--- src/design/hdc_pkg.sv ---
`default_nettype none

package hdc_pkg;

   localparam int MaxSizeDigitsDefault = 8;

   localparam int StatusWidth = 3;

   typedef struct packed {
      logic [StatusWidth-1:0] status;
      logic                   body_valid;
      logic [7:0]             body_byte;
   } hdc_result_type;

endpackage

`default_nettype wire

--- src/design/hdc_core.sv ---
`default_nettype none

module hdc_core #(
   parameter int MAX_SIZE_DIGITS = hdc_pkg::MaxSizeDigitsDefault
) (
   input  wire logic                  clock,
   input  wire logic                  reset,
   input  wire logic                  fire,
   input  wire logic [7:0]            rx_byte,
   input  wire logic                  pass_body,
   output hdc_pkg::hdc_result_type    result
);
   import hdc_pkg::*;

   localparam int CntWidth = $clog2(MAX_SIZE_DIGITS + 1);

   localparam logic [2:0] PhDigits = 3'd0;
   localparam logic [2:0] PhAfter  = 3'd1;
   localparam logic [2:0] PhData   = 3'd2;
   localparam logic [2:0] PhTerm   = 3'd3;
   localparam logic [2:0] PhTrail  = 3'd4;
   localparam logic [2:0] PhDone   = 3'd5;

   localparam logic [StatusWidth-1:0] StBusy    = 3'd0;
   localparam logic [StatusWidth-1:0] StDone    = 3'd1;
   localparam logic [StatusWidth-1:0] StTooLong = 3'd2;
   localparam logic [StatusWidth-1:0] StMissing = 3'd3;
   localparam logic [StatusWidth-1:0] StBadTerm = 3'd4;

   localparam logic [7:0] ByteLf = 8'h0a;
   localparam logic [7:0] ByteCr = 8'h0d;

   logic [2:0]             phase_ff, phase_in;
   logic [31:0]            remaining_ff, remaining_in;
   logic [CntWidth-1:0]    digit_count_ff, digit_count_in;
   logic                   line_start_ff, line_start_in;
   logic                   saw_cr_ff, saw_cr_in;
   logic [StatusWidth-1:0] fault_ff, fault_in;

   logic       is_hex;
   logic [3:0] hex_val;
   logic       after;

   always_comb begin
      is_hex  = 1'b1;
      hex_val = 4'd0;
      case (rx_byte) inside
         [8'h30:8'h39]: hex_val = 4'(rx_byte - 8'h30);
         [8'h41:8'h46]: hex_val = 4'(rx_byte - 8'h37);
         [8'h61:8'h66]: hex_val = 4'(rx_byte - 8'h57);
         default:       is_hex  = 1'b0;
      endcase
   end

   always_comb begin
      phase_in       = phase_ff;
      remaining_in   = remaining_ff;
      digit_count_in = digit_count_ff;
      line_start_in  = line_start_ff;
      saw_cr_in      = saw_cr_ff;
      fault_in       = fault_ff;
      after          = 1'b0;
      result         = '0;
      if (fault_ff != StBusy) begin
         result.status = fault_ff;
      end else begin
         case (phase_ff)
            PhDigits, PhAfter: begin
               after = (phase_ff == PhAfter);
               if (!after) begin
                  if (is_hex) begin
                     if (digit_count_ff < CntWidth'(MAX_SIZE_DIGITS)) begin
                        // saturate once a further shift would overflow
                        if (remaining_ff > 32'h0fff_ffff) begin
                           remaining_in = 32'hffff_ffff;
                        end else begin
                           remaining_in = {remaining_ff[27:0], hex_val};
                        end
                        digit_count_in = digit_count_ff + 1'b1;
                     end else begin
                        fault_in = StTooLong;
                     end
                  end else if (digit_count_ff == '0) begin
                     fault_in = StMissing;
                  end else begin
                     phase_in = PhAfter;
                     after    = 1'b1;
                  end
               end
               if (after && rx_byte == ByteLf) begin
                  if (remaining_in == 32'd0) begin
                     phase_in      = PhTrail;
                     line_start_in = 1'b1;
                     saw_cr_in     = 1'b0;
                  end else begin
                     phase_in = PhData;
                  end
               end
               result.status = fault_in;
            end
            PhData: begin
               if (pass_body) begin
                  result.body_byte  = rx_byte;
                  result.body_valid = 1'b1;
               end
               remaining_in = remaining_ff - 32'd1;
               if (remaining_ff == 32'd1) begin
                  phase_in = PhTerm;
               end
            end
            PhTerm: begin
               if (rx_byte == ByteLf) begin
                  phase_in       = PhDigits;
                  remaining_in   = 32'd0;
                  digit_count_in = '0;
               end else if (rx_byte != ByteCr) begin
                  fault_in = StBadTerm;
               end
               result.status = fault_in;
            end
            PhTrail: begin
               if (rx_byte == ByteLf) begin
                  if (line_start_ff || saw_cr_ff) begin
                     phase_in      = PhDone;
                     result.status = StDone;
                  end
                  line_start_in = 1'b1;
                  saw_cr_in     = 1'b0;
               end else begin
                  if (line_start_ff && rx_byte == ByteCr) begin
                     saw_cr_in = 1'b1;
                  end
                  line_start_in = 1'b0;
               end
            end
            default: begin
               result.status = StDone;
            end
         endcase
      end
   end

   always_ff @(posedge clock) begin
      if (reset) begin
         phase_ff       <= PhDigits;
         remaining_ff   <= 32'd0;
         digit_count_ff <= '0;
         line_start_ff  <= 1'b1;
         saw_cr_ff      <= 1'b0;
         fault_ff       <= StBusy;
      end else if (fire) begin
         phase_ff       <= phase_in;
         remaining_ff   <= remaining_in;
         digit_count_ff <= digit_count_in;
         line_start_ff  <= line_start_in;
         saw_cr_ff      <= saw_cr_in;
         fault_ff       <= fault_in;
      end
   end

endmodule

`default_nettype wire

--- src/design/http_chunked_decoder.sv ---
// HTTP chunked body decoder, one received byte per request.
// req_*: raw body bytes, tdata[7:0] = rx_byte.
// rsp_*: exactly one response per request byte, in order:
//    tdata[7:0] body_byte, tdata[10:8] status, tuser body_valid.
//    status: 0 in progress, 1 complete, 2 size too long,
//    3 size missing, 4 bad data terminator (errors stick until reset).
// csr_*: pass_body write (bit 0); 0 drops data bytes instead of forwarding.
//    Write only while no request is in flight.
// The request byte is registered in the input register on acceptance, then
// decoded into the response register, which drives the response.
// Throughput: one byte per cycle while rsp_tready does not stall the
// response register, since the whole per-byte state update fits between the two
// registers and both registers advance together.
// Reset (synchronous) returns to the size line of the first chunk with
// pass_body = 1. When rsp_tready is low the response register holds and
// the input register keeps accepting until it is full; req_tready drops
// only when both stages are occupied.
`default_nettype none

module http_chunked_decoder #(
   parameter int MAX_SIZE_DIGITS = hdc_pkg::MaxSizeDigitsDefault
) (
   input  wire logic        clock,
   input  wire logic        reset,
   input  wire logic        req_tvalid,
   output      logic        req_tready,
   input  wire logic [7:0]  req_tdata,   // [7:0] rx_byte
   output      logic        rsp_tvalid,
   input  wire logic        rsp_tready,
   output      logic [15:0] rsp_tdata,   // [7:0] body_byte, [10:8] status, zeros
   output      logic        rsp_tuser,   // [0] body_valid
   input  wire logic        csr_valid,
   output      logic        csr_ready,
   input  wire logic [0:0]  csr_data     // [0] pass_body
);
   import hdc_pkg::*;

   logic           in_valid_ff, in_valid_in;
   logic [7:0]     in_byte_ff;
   logic           out_valid_ff, out_valid_in;
   hdc_result_type out_ff;
   hdc_result_type result;
   logic           pass_body_ff;
   logic           advance;
   logic           accept;

   assign advance     = in_valid_ff && (!out_valid_ff || rsp_tready);
   assign req_tready  = !in_valid_ff || advance;
   assign accept      = req_tvalid && req_tready;
   assign in_valid_in = accept || (in_valid_ff && !advance);
   assign out_valid_in = advance || (out_valid_ff && !rsp_tready);
   assign csr_ready   = 1'b1;

   hdc_core #(
      .MAX_SIZE_DIGITS(MAX_SIZE_DIGITS)
   ) u_core (
      .clock    (clock),
      .reset    (reset),
      .fire     (advance),
      .rx_byte  (in_byte_ff),
      .pass_body(pass_body_ff),
      .result   (result)
   );

   always_ff @(posedge clock) begin
      if (reset) begin
         in_valid_ff  <= 1'b0;
         out_valid_ff <= 1'b0;
         pass_body_ff <= 1'b1;
      end else begin
         in_valid_ff  <= in_valid_in;
         out_valid_ff <= out_valid_in;
         if (csr_valid) begin
            pass_body_ff <= csr_data[0];
         end
      end
   end

   always_ff @(posedge clock) begin
      if (accept) begin
         in_byte_ff <= req_tdata;
      end
      if (advance) begin
         out_ff <= result;
      end
   end

   assign rsp_tvalid = out_valid_ff;
   assign rsp_tdata  = {5'd0, out_ff.status, out_ff.body_byte};
   assign rsp_tuser  = out_ff.body_valid;

endmodule

`default_nettype wire
--- config.mk ---
export PLATFORM = sky130hd
export DESIGN_NAME = http_chunked_decoder
export DESIGN_NICKNAME = d
export VERILOG_FILES = /design/src/design/hdc_pkg.sv /design/src/design/hdc_core.sv /design/src/design/http_chunked_decoder.sv
export SDC_FILE = /design/constraint.sdc
export NUM_CORES = 1
export LEC_CHECK = 0
export BUFFER_PORTS_ARGS = -buffer_cell sky130_fd_sc_hd__clkbuf_2
export CAP_MARGIN = 30
export CORE_ASPECT_RATIO = 0.9
export CORE_MARGIN = 2
export CORE_UTILIZATION = 55
export CTS_BUF_LIST = sky130_fd_sc_hd__clkbuf_16
export DETAILED_ROUTE_END_ITERATION = 8
export PLACE_DENSITY = 0.77
export RECOVER_POWER = 25
export SLEW_MARGIN = 20
export SYNTH_ARGS = -nofsm -noshare
export SYNTH_HDL_FRONTEND = slang
export SYNTH_SLANG_ARGS = --single-unit
export TNS_END_PERCENT = 100
--- constraint.sdc ---
create_clock -name clock -period 2.6 [get_ports clock]
set_input_delay 0 -clock clock [delete_from_list [all_inputs] [get_ports clock]]
set_output_delay 0 -clock clock [all_outputs]
set_load 0.05 [all_outputs]
==> flow_metrics.tcl, run 1 <==
set metrics [dict create \
    tns_ns 0 \
    cp_slowest_cell "edfxtp_1" \
    via_per_inst 6.962 \
    critical_path.top_delay_family "compound AO/OA/AOI/OAI gates" \
    grt_pass1_wl_um 22410 \
    cts_max_level 3 \
    finalHoldViolCount 0 \
    drive_gt1_share_pct 17.59 \
    fmax_mhz 390.9 \
    layout.nets 631 \
    period_share_pct 98.40 \
    cts_tree "yes" \
    wire_per_inst_um 20.23 \
    synthArstFlopShare_pct 0 \
    swShare_pct 28.56 \
    setup_ws_ns 0.04171 \
    seq_area_sq_um 1541 \
    synth_cell_type_count 74 \
    ios 34 \
    overflow 0 \
    end_kind "register" \
    crit_buf_inv 2 \
    final-setup-viol-count 0 \
    wl_um 14360 \
    dr.pass1.iters 8 \
    comb_power_share_pct 19.0 \
    ir_drop_uv 441.5 \
    drv_cap 0 \
    drc_errors 0 \
    die_x_um 98.23 \
    hpwl_um 8839 \
    cp_max_fo 16 \
    final_common_cell "nor2_1" \
    synthCells 553 \
    period_needed_ns 2.558 \
    avgSynthCellArea_sq_um 7.948 \
    power_frac_seq_pct 35.9 \
    cts_root_buf "clkbuf_16" \
    cp_data_required_time_ns 2.88 \
    netlist_area_sq_um 4395 \
    port_buffers 27 \
    clkPwrFrac_pct 45.0 \
    worst_pin_slew_ns 0.7115 \
    cts_buffer_depth 2 \
    die_h_um 88.81 \
    cp_cell_sequence "inv_1 -> ha_1 -> nand2_1 -> o2111ai_2 -> a21oi_4 -> nor2_4 -> buf_12 -> a21o_1 -> nor4_4 -> a41o_1" \
    clock_latency_ns 0.34 \
    place_ws_ns 0.03357 \
    antenna_left 0 \
    synth_seq_cells 67 \
    critPathMaxStageDelay_ns 0.40 \
    grtUsageTotal_pct 31.93 \
    antenna_cells 0 \
    coreArea_sq_um 7657 \
    slew_viol_final 0 \
    synth-seq-area-share_pct 35.07 \
    grt_antenna_before_repair 0 \
    gp_congestion 0.9476 \
    max-slew-margin-rel_pct 52.39 \
    power_density_nw_per_um2 588.5 \
    row_count 30 \
    internal_power_w 0.002270 \
    worst-setup-path-type "register to register" \
    status "finished clean" \
    min_path_type "primary input to register" \
    critPathLaunchType "register" \
    synth_warnings 0 \
    initial_core_util_pct 57.40 \
    grt_pass1_vias 4552 \
    die_area_sq_um 8724 \
    area_delta_synth_final_pct 22.83 \
    finalClockSkew_ns 0.009105 \
    cts.sinks 67 \
    final_util_pct 70.51 \
    multi_input_area_sq_um 2698 \
    clk_pin_slew_ns 0.06 \
    drt-initial-drc-count 672 \
    synth-main-ff-cell "dfxtp_1" \
    synth_edf_count 20 \
    leakage_nw 1.940 \
    final_cell_mix "nor2_1 (50), dfxtp_1 (47), buf_4 (44)" \
    cp_data_arrival_time_ns 2.84 \
    p_sw_w 0.0009075 \
    fillCellCount 623 \
    grt_start_max_net_pins 31 \
    numCtsBuffers 9 \
    routed-via-count 4943 \
]
==> sequential cells by signal (all words and copies together) (netlist names) <==
name	cells
in_byte_ff	8
in_valid_ff	1
pass_body_ff	1
rsp_tdata	11
rsp_tuser	1
rsp_tvalid	1
u_core.digit_count_ff	4
u_core.fault_ff	3
u_core.line_start_ff	1
u_core.phase_ff	3
u_core.remaining_ff	32
u_core.saw_cr_ff	1
==> metal layers <==
metal  vias up  routed length (um)  global-route usage, %  part of all wire, %
met3        49                1707                  7.030                   12
met2       411                6612                  52.49                   46
met5         -                   0                      0                    0
li1       2186                   -                      -                    -
met4         0                 404                  11.21                  2.8
met1      2297                5636                  42.18                   39
==> cells in the mapped netlist (3+ instances only) <==
master / n / share of area (%)
o21ai_0: 44 / 5.0
o211ai_1: 12 / 2.0
or3_1: 15 / 2.1
a211oi_1: 8 / 1.4
nand2_1: 41 / 3.5
nand2b_1: 8 / 1.1
inv_1: 15 / 1.3
nand3_1: 22 / 2.5
and2_1: 10 / 1.4
nor3_1: 30 / 3.4
buf_4: 9 / 1.5
a41oi_1: 4 / 0.80
nand4_1: 5 / 0.71
a21oi_1: 37 / 4.2
edfxtp_1: 20 / 14
nor2b_1: 4 / 0.57
clkbuf_1: 30 / 2.6
buf_2: 4 / 0.46
nor4_1: 12 / 1.7
ha_1: 8 / 2.3
o21ai_1: 4 / 0.46
o31a_1: 6 / 1.2
o22ai_1: 5 / 0.71
a31oi_1: 19 / 2.7
dfxtp_1: 47 / 21
o32a_1: 4 / 0.91
nor2_1: 53 / 4.5
and3_1: 4 / 0.57
o32ai_1: 6 / 1.2
nand3b_1: 9 / 1.5
a21o_1: 3 / 0.51
==> area by class of cell <==
cell class	count	share of cell area (%)
well taps	96	2.225
flip-flops and latches	67	28.55
repair buffers	87	11.91
clock inverters	7	2.132
inverters	15	1.043
clock buffers	9	4.171
multi-input cells	429	49.97
==> metrics by stage <==
stage	hold slack [ns]	area, sq um	std cells	total power [W]
detailed placement	0.1788	4797	679	0.001696
finish	0.2711	5399	710	0.003177
floorplan	0.09887	4410	557	0.001535
global placement	0.1767	4797	679	0.001686
CTS	0.2700	5261	707	0.003119
global route	0.3332	5399	710	0.003268
==> power groups by stage <==
stage	clock network, W	logic, W	registers, W
floorplan	0	0.000356	0.00118
global placement	0	0.000527	0.00116
global route	0.00148	0.000642	0.00114
finish	0.00143	0.000605	0.00114
detailed placement	0	0.000535	0.00116
CTS	0.00142	0.000556	0.00114
==> what timing repair did <==
action,CTS,global route
hold endpoints to repair,11,0
buffers inserted,0,3
hold buffers,12,0
resized for setup,1,28
pin swaps,0,3
setup endpoints to repair,2,37
==> cells by family (layout without fill, tap and decap cells) <==
family	after synthesis	after routing	synth area share (%)
other	2	6	0.1709
and+or+nand+nor	229	229	27.55
DFF	67	67	35.07
xor gates and xnor gates	3	3	0.5979
muxes	3	3	0.7116
AOI/OAI and AO/OA	180	180	27.36
adders and majority gates	8	8	2.277
buffers and inverters	61	118	6.262
==> path summary, 6_finish.rpt <==
path	start	to	slack, ns	depth (start not counted)
setup / recovery	in_byte_ff[0]$_DFFE_PP_	u_core.phase_ff[2]$_SDFFE_PP0P_	0.04	10
setup reg to reg	in_byte_ff[0]$_DFFE_PP_	u_core.phase_ff[2]$_SDFFE_PP0P_	0.04	10
hold / removal	reset	rsp_tvalid$_SDFF_PP0_	0.27	2
hold reg to reg	u_core.saw_cr_ff$_SDFFE_PP0P_	u_core.saw_cr_ff$_SDFFE_PP0P_	0.49	2
(Power assumes the default switching activity.)
==> run 2, diff against run 1 <==
--- a/config.mk
+++ b/config.mk
@@ -5,14 +5,14 @@
 export SDC_FILE = /design/constraint.sdc
 export NUM_CORES = 1
 export LEC_CHECK = 0
-export BUFFER_PORTS_ARGS = -buffer_cell sky130_fd_sc_hd__clkbuf_2
+export BUFFER_PORTS_ARGS = -buffer_cell sky130_fd_sc_hd__buf_4
 export CAP_MARGIN = 30
 export CORE_ASPECT_RATIO = 0.9
 export CORE_MARGIN = 2
-export CORE_UTILIZATION = 55
-export CTS_BUF_LIST = sky130_fd_sc_hd__clkbuf_16
+export CORE_UTILIZATION = 57
+export CTS_BUF_LIST = sky130_fd_sc_hd__clkbuf_2 sky130_fd_sc_hd__clkbuf_4 sky130_fd_sc_hd__clkbuf_8
 export DETAILED_ROUTE_END_ITERATION = 8
-export PLACE_DENSITY = 0.77
+export PLACE_DENSITY = 0.79
 export RECOVER_POWER = 25
 export SLEW_MARGIN = 20
 export SYNTH_ARGS = -nofsm -noshare
==> run 2 against run 1 <==
Compared with the run above: combinational power decreased by 1%; maximum frequency increased by 0.92%; non-clock buffer count unchanged; sequential share of layout area increased by 0.78 points; global-route usage increased by 0.48 points; flip-flop and latch count unchanged; power decreased by 14%; worst setup slack improved by 0.023 ns; highest routed layer unchanged.
==> flow_metrics.tcl, run 2 (synthesis gave the netlist of run 1 again) <==
set metrics [dict create \
    status "finished clean" \
    place_area_sq_um 4852 \
    die_h_um 87.31 \
    row_count 30 \
    antenna_cells 0 \
    numCtsBuffers 9 \
    crit_buf_inv 0 \
    wl_um 13790 \
    ir_drop_uv 285.0 \
    ios 34 \
    layout.nets 631 \
    regMostFlops "u_core.remaining_ff" \
    via_per_inst 6.827 \
    critical_path.top_delay_family "simple AND/OR/NAND/NOR gates" \
    hpwl_um 8595 \
    final-setup-viol-count 0 \
    critPathLaunchType "register" \
    cp_data_arrival_time_ns 2.78 \
    critPathMaxStageDelay_ns 0.57 \
    grtUsageTotal_pct 32.42 \
    period_needed_ns 2.535 \
    grt_pass1_vias 4245 \
    die_x_um 96.57 \
    largest_register_ffs 32 \
    grt_antenna_before_repair 0 \
    port_buffers 27 \
    antenna_left 0 \
    final_common_cell "nor2_1" \
    wire_per_inst_um 19.43 \
    max-slew-margin-rel_pct 51.43 \
    cts_tree "yes" \
    cts.sinks 67 \
    final_cell_mix "nor2_1 (52), buf_4 (49), dfxtp_1 (47)" \
    dr.pass1.iters 6 \
    drive_gt1_share_pct 16.12 \
    power_density_nw_per_um2 517.4 \
    cp_data_required_time_ns 2.85 \
    worst_pin_slew_ns 0.7286 \
    cts_root_buf "clkbuf_8" \
    final_cells 710 \
    slew_viol_final 0 \
    cts_buffer_depth 2 \
    grt_start_max_net_pins 52 \
    cp_cell_sequence "or4_1 -> or4_4 -> nor4_1 -> o211ai_1 -> nor2_2 -> nand2_1 -> a211oi_1" \
    overflow 0 \
    clock_latency_ns 0.34 \
    drt-initial-drc-count 626 \
    area_delta_synth_final_pct 19.56 \
    gp_congestion 0.9209 \
    cp_slowest_cell "or4_1" \
    fmax_mhz 394.5 \
    finalHoldViolCount 0 \
    postLayoutCellArea_sq_um 5255 \
    die_area_sq_um 8431 \
    dp_cells 674 \
    initial_core_util_pct 58.55 \
    drc_errors 0 \
    min_path_type "primary input to register" \
    end_kind "register" \
    period_share_pct 97.50 \
    drv_cap 0 \
    routed-via-count 4847 \
    grt_pass1_wl_um 21410 \
    leakage_nw 1.888 \
    coreArea_sq_um 7507 \
    worst-setup-path-type "register to register" \
    clk_pin_slew_ns 0.07 \
    fillCellCount 570 \
    finalClockSkew_ns 0.006986 \
    cts_max_level 3 \
    cp_max_fo 3 \
]
## run 2: per-stage QoR
step / TNS [ns] / util (%) / setup WS [ns] / hold slack, ns / total power [W]
after global routing: -0.04428 / 70.00 / -0.01877 / 0.1463 / 0.002810
after CTS: 0 / 69.35 / 0.002824 / 0.1209 / 0.002687
after global placement: 0 / 64.63 / 0.06572 / 0.1778 / 0.001694
after floorplan: 0 / - / 0.1365 / 0.09887 / 0.001535
after detailed placement: -0.05820 / 64.63 / -0.04097 / 0.1796 / 0.001706
final: 0 / 70.00 / 0.06512 / 0.1458 / 0.002719
## run 2: layer usage
layer,vias to the layer above,global-route usage [%],wire length (um)
met5,-,0,0
met4,0,10.88,353
met3,50,6.494,1668
met2,380,47.66,6123
met1,2233,47.38,5648
li1,2184,-,-
## run 2: path summary, 6_finish.rpt
kind / start / end / slack, ns / cells past startpoint
min: reset / u_core.fault_ff[2]$_SDFFE_PP0P_ / 0.15 / 2
max reg2reg: u_core.remaining_ff[20]$_SDFFE_PP0P_ / u_core.phase_ff[0]$_SDFFE_PP0P_ / 0.07 / 7
min reg2reg: u_core.saw_cr_ff$_SDFFE_PP0P_ / u_core.saw_cr_ff$_SDFFE_PP0P_ / 0.49 / 2
max: u_core.remaining_ff[20]$_SDFFE_PP0P_ / u_core.phase_ff[0]$_SDFFE_PP0P_ / 0.07 / 7
## run 2: cell type report
| type | count | area, sq um | share of cell area [%] |
|---|---|---|---|
| Sequential cell | 67 | 1541 | 29.33 |
| Clock inverter | 5 | 77.57 | 1.476 |
| Clock buffer | 11 | 145.1 | 2.762 |
| Multi-Input combinational cell | 429 | 2629 | 50.02 |
| Inverter | 15 | 56.30 | 1.071 |
| Tap cell | 96 | 120.1 | 2.286 |
| Timing Repair Buffer | 87 | 685.7 | 13.05 |
## run 2: power breakdown
group	total, W	switching [W]	internal [W]
Sequential	0.00114	0.0000289	0.00111
Clock	0.000984	0.000410	0.000574
Combinational	0.000599	0.000372	0.000227
## run 2: timing repair
item,4_1_cts,5_1_grt
endpoints found under the setup margin,6,35
gates resized for setup,4,6
endpoints found under the hold margin,11,0
setup buffers,0,7
hold buffers,12,0
pin swaps,0,1
gates cloned,0,1
## run 2: worst register-to-register path, stage by stage (launching register included)
cell	delay [ns]
dfxtp_1	0.33
or4_1	0.57
or4_4	0.47
nor4_1	0.40
o211ai_1	0.20
nor2_2	0.18
nand2_1	0.07
a211oi_1	0.23
==> run 3, diff against run 2 <==
--- a/config.mk
+++ b/config.mk
@@ -9,10 +9,11 @@
 export CAP_MARGIN = 30
 export CORE_ASPECT_RATIO = 0.9
 export CORE_MARGIN = 2
-export CORE_UTILIZATION = 57
+export CORE_UTILIZATION = 55
 export CTS_BUF_LIST = sky130_fd_sc_hd__clkbuf_2 sky130_fd_sc_hd__clkbuf_4 sky130_fd_sc_hd__clkbuf_8
+export CTS_CLUSTER_DIAMETER = 100
 export DETAILED_ROUTE_END_ITERATION = 8
-export PLACE_DENSITY = 0.79
+export PLACE_DENSITY = 0.77
 export RECOVER_POWER = 25
 export SLEW_MARGIN = 20
 export SYNTH_ARGS = -nofsm -noshare
==> run 3 against run 2 <==
Compared with the run above: register-to-register slack improved by 0.02 ns; power fell by 4.0%; flip-flop and latch count did not move; non-clock buffer count rose by 3; sequential share of layout area rose by 0.098 points; largest cell class unchanged; largest power group unchanged.
==> flow_metrics.tcl, run 3 (synthesis gave the netlist of run 1 again) <==
set metrics [dict create \
    leakage_nw 1.868 \
    power_density_nw_per_um2 498.4 \
    max-slew-margin-rel_pct 57.22 \
    cts_max_level 3 \
    place_area_sq_um 4857 \
    cp_max_fo 5 \
    grt_pass1_vias 4420 \
    fillCellCount 660 \
    gp_congestion 0.9204 \
    final_common_cell "buf_4" \
    finalClockSkew_ns 0.01178 \
    period_share_pct 96.72 \
    via_per_inst 6.712 \
    cp_data_required_time_ns 2.86 \
    die_x_um 98.23 \
    fmax_mhz 397.7 \
    cts_root_buf "clkbuf_8" \
    final-setup-viol-count 0 \
    min_path_type "primary input to register" \
    r2r_start "in_byte_ff[7]$_DFFE_PP_" \
    critPathLaunchType "register" \
    wire_per_inst_um 18.91 \
    cts_buffer_depth 2 \
    drive_gt1_share_pct 16.37 \
    wl_um 13480 \
    antenna_cells 0 \
    ir_drop_uv 345.2 \
    grt_pass1_wl_um 22010 \
    final_cell_mix "buf_4 (52), nor2_1 (51), dfxtp_1 (47)" \
    drc_errors 0 \
    initial_core_util_pct 57.40 \
    layout.nets 634 \
    drt-initial-drc-count 605 \
    grtUsageTotal_pct 31.67 \
    hpwl_um 8765 \
    period_needed_ns 2.515 \
    worst-setup-path-type "register to register" \
    worst_pin_slew_ns 0.6417 \
    clk_pin_slew_ns 0.08 \
    reg2reg_depth 8 \
    overflow 0 \
    ios 34 \
    total_power_w 0.002610 \
    status "finished clean" \
    cts.sinks 67 \
    die_area_sq_um 8724 \
    coreArea_sq_um 7657 \
    grt.busiest_layer "met2" \
    finalHoldViolCount 0 \
    r2r_end "u_core.digit_count_ff[3]$_SDFFE_PP0P_" \
    port_buffers 27 \
    gr-usage-met2_pct 48.75 \
    dp_cells 678 \
    numCtsBuffers 9 \
    die_h_um 88.81 \
    cp_data_arrival_time_ns 2.78 \
    row_count 30 \
    regMostFlops "u_core.remaining_ff" \
    final_cells 713 \
    drv_cap 0 \
    antenna_left 0 \
    seq_area_sq_um 1541 \
    postLayoutCellArea_sq_um 5238 \
    cts_tree "yes" \
    setup.worst_path.end "u_core.digit_count_ff[3]$_SDFFE_PP0P_" \
    tns_ns 0 \
    end_kind "register" \
    startpoint "in_byte_ff[7]$_DFFE_PP_" \
    rrSetupSlack_ns 0.09 \
    routed-via-count 4786 \
    grt_start_max_net_pins 52 \
    area_delta_synth_final_pct 19.16 \
    final_util_pct 68.40 \
    slew_viol_final 0 \
    met1_usage_pct 42.72 \
    clock_latency_ns 0.36 \
    largest_register_ffs 32 \
    dr.pass1.iters 6 \
    grt_antenna_before_repair 0 \
    met3_usage_pct 8.215 \
    multi_input_area_sq_um 2654 \
]
[run 3: changes by cell type in the layout (fill, tap and decap cells not counted), sizes merged]
cell and delta:
bufinv -1, dlygate4sd3 +1, clkbuf -3, clkinv +1, inv +2, buf +3
[run 3: critical path: stages, from the launching register on]
cell	delay (ns)
edfxtp_1	0.44
buf_4	0.17
nor4_1	0.37
buf_4	0.20
and4_2	0.32
o21a_1	0.22
o21a_1	0.25
a41oi_1	0.16
a311oi_1	0.27
[run 3: area by class of cell]
class	count	area share, %
Timing Repair Buffer	90	12.90
Multi-Input combinational cell	429	50.67
Tap cell	96	2.293
Inverter	15	1.075
Clock inverter	7	1.266
Clock buffer	9	2.365
Sequential cell	67	29.43
[run 3: routing by layer]
metal  routed length (um)  up-vias
met5                    0        -
met1                 5525     2215
li1                     -     2191
met4                  414        0
met3                 1476       53
met2                 6064      327
[run 3: worst min-delay path by stage]
stage / from / end / cells past startpoint
after floorplan: req_tdata[0] / in_byte_ff[0]$_DFFE_PP_ / 0
after global placement: req_tdata[6] / in_byte_ff[6]$_DFFE_PP_ / 1
after detailed placement: req_tdata[6] / in_byte_ff[6]$_DFFE_PP_ / 1
after CTS: reset / u_core.fault_ff[1]$_SDFFE_PP0P_ / 2
after global routing: reset / u_core.fault_ff[1]$_SDFFE_PP0P_ / 2
final: reset / in_valid_ff$_SDFF_PP0_ / 2
[run 3: through the flow]
step / hold slack [ns] / setup slack (ns)
CTS: 0.1128 / 0.03164
floorplan: 0.09887 / 0.1365
finish: 0.09936 / 0.08536
global placement: 0.1777 / 0.06937
global route: 0.1240 / -0.01625
detailed placement: 0.1793 / 0.01592
[run 3: report_power, final]
group	internal (W)	total, W	switching [W]
logic	0.000222	0.000590	0.000368
clock network	0.000440	0.000884	0.000444
registers	0.00111	0.00114	0.0000302
[run 3: what timing repair did]
action | 4_1_cts | 5_1_grt
setup endpoints to repair | 2 | 32
pin swaps | 0 | 3
resized for setup | 1 | 14
hold buffers | 13 | 0
buffers inserted | 1 | 5
hold endpoints to repair | 11 | 0
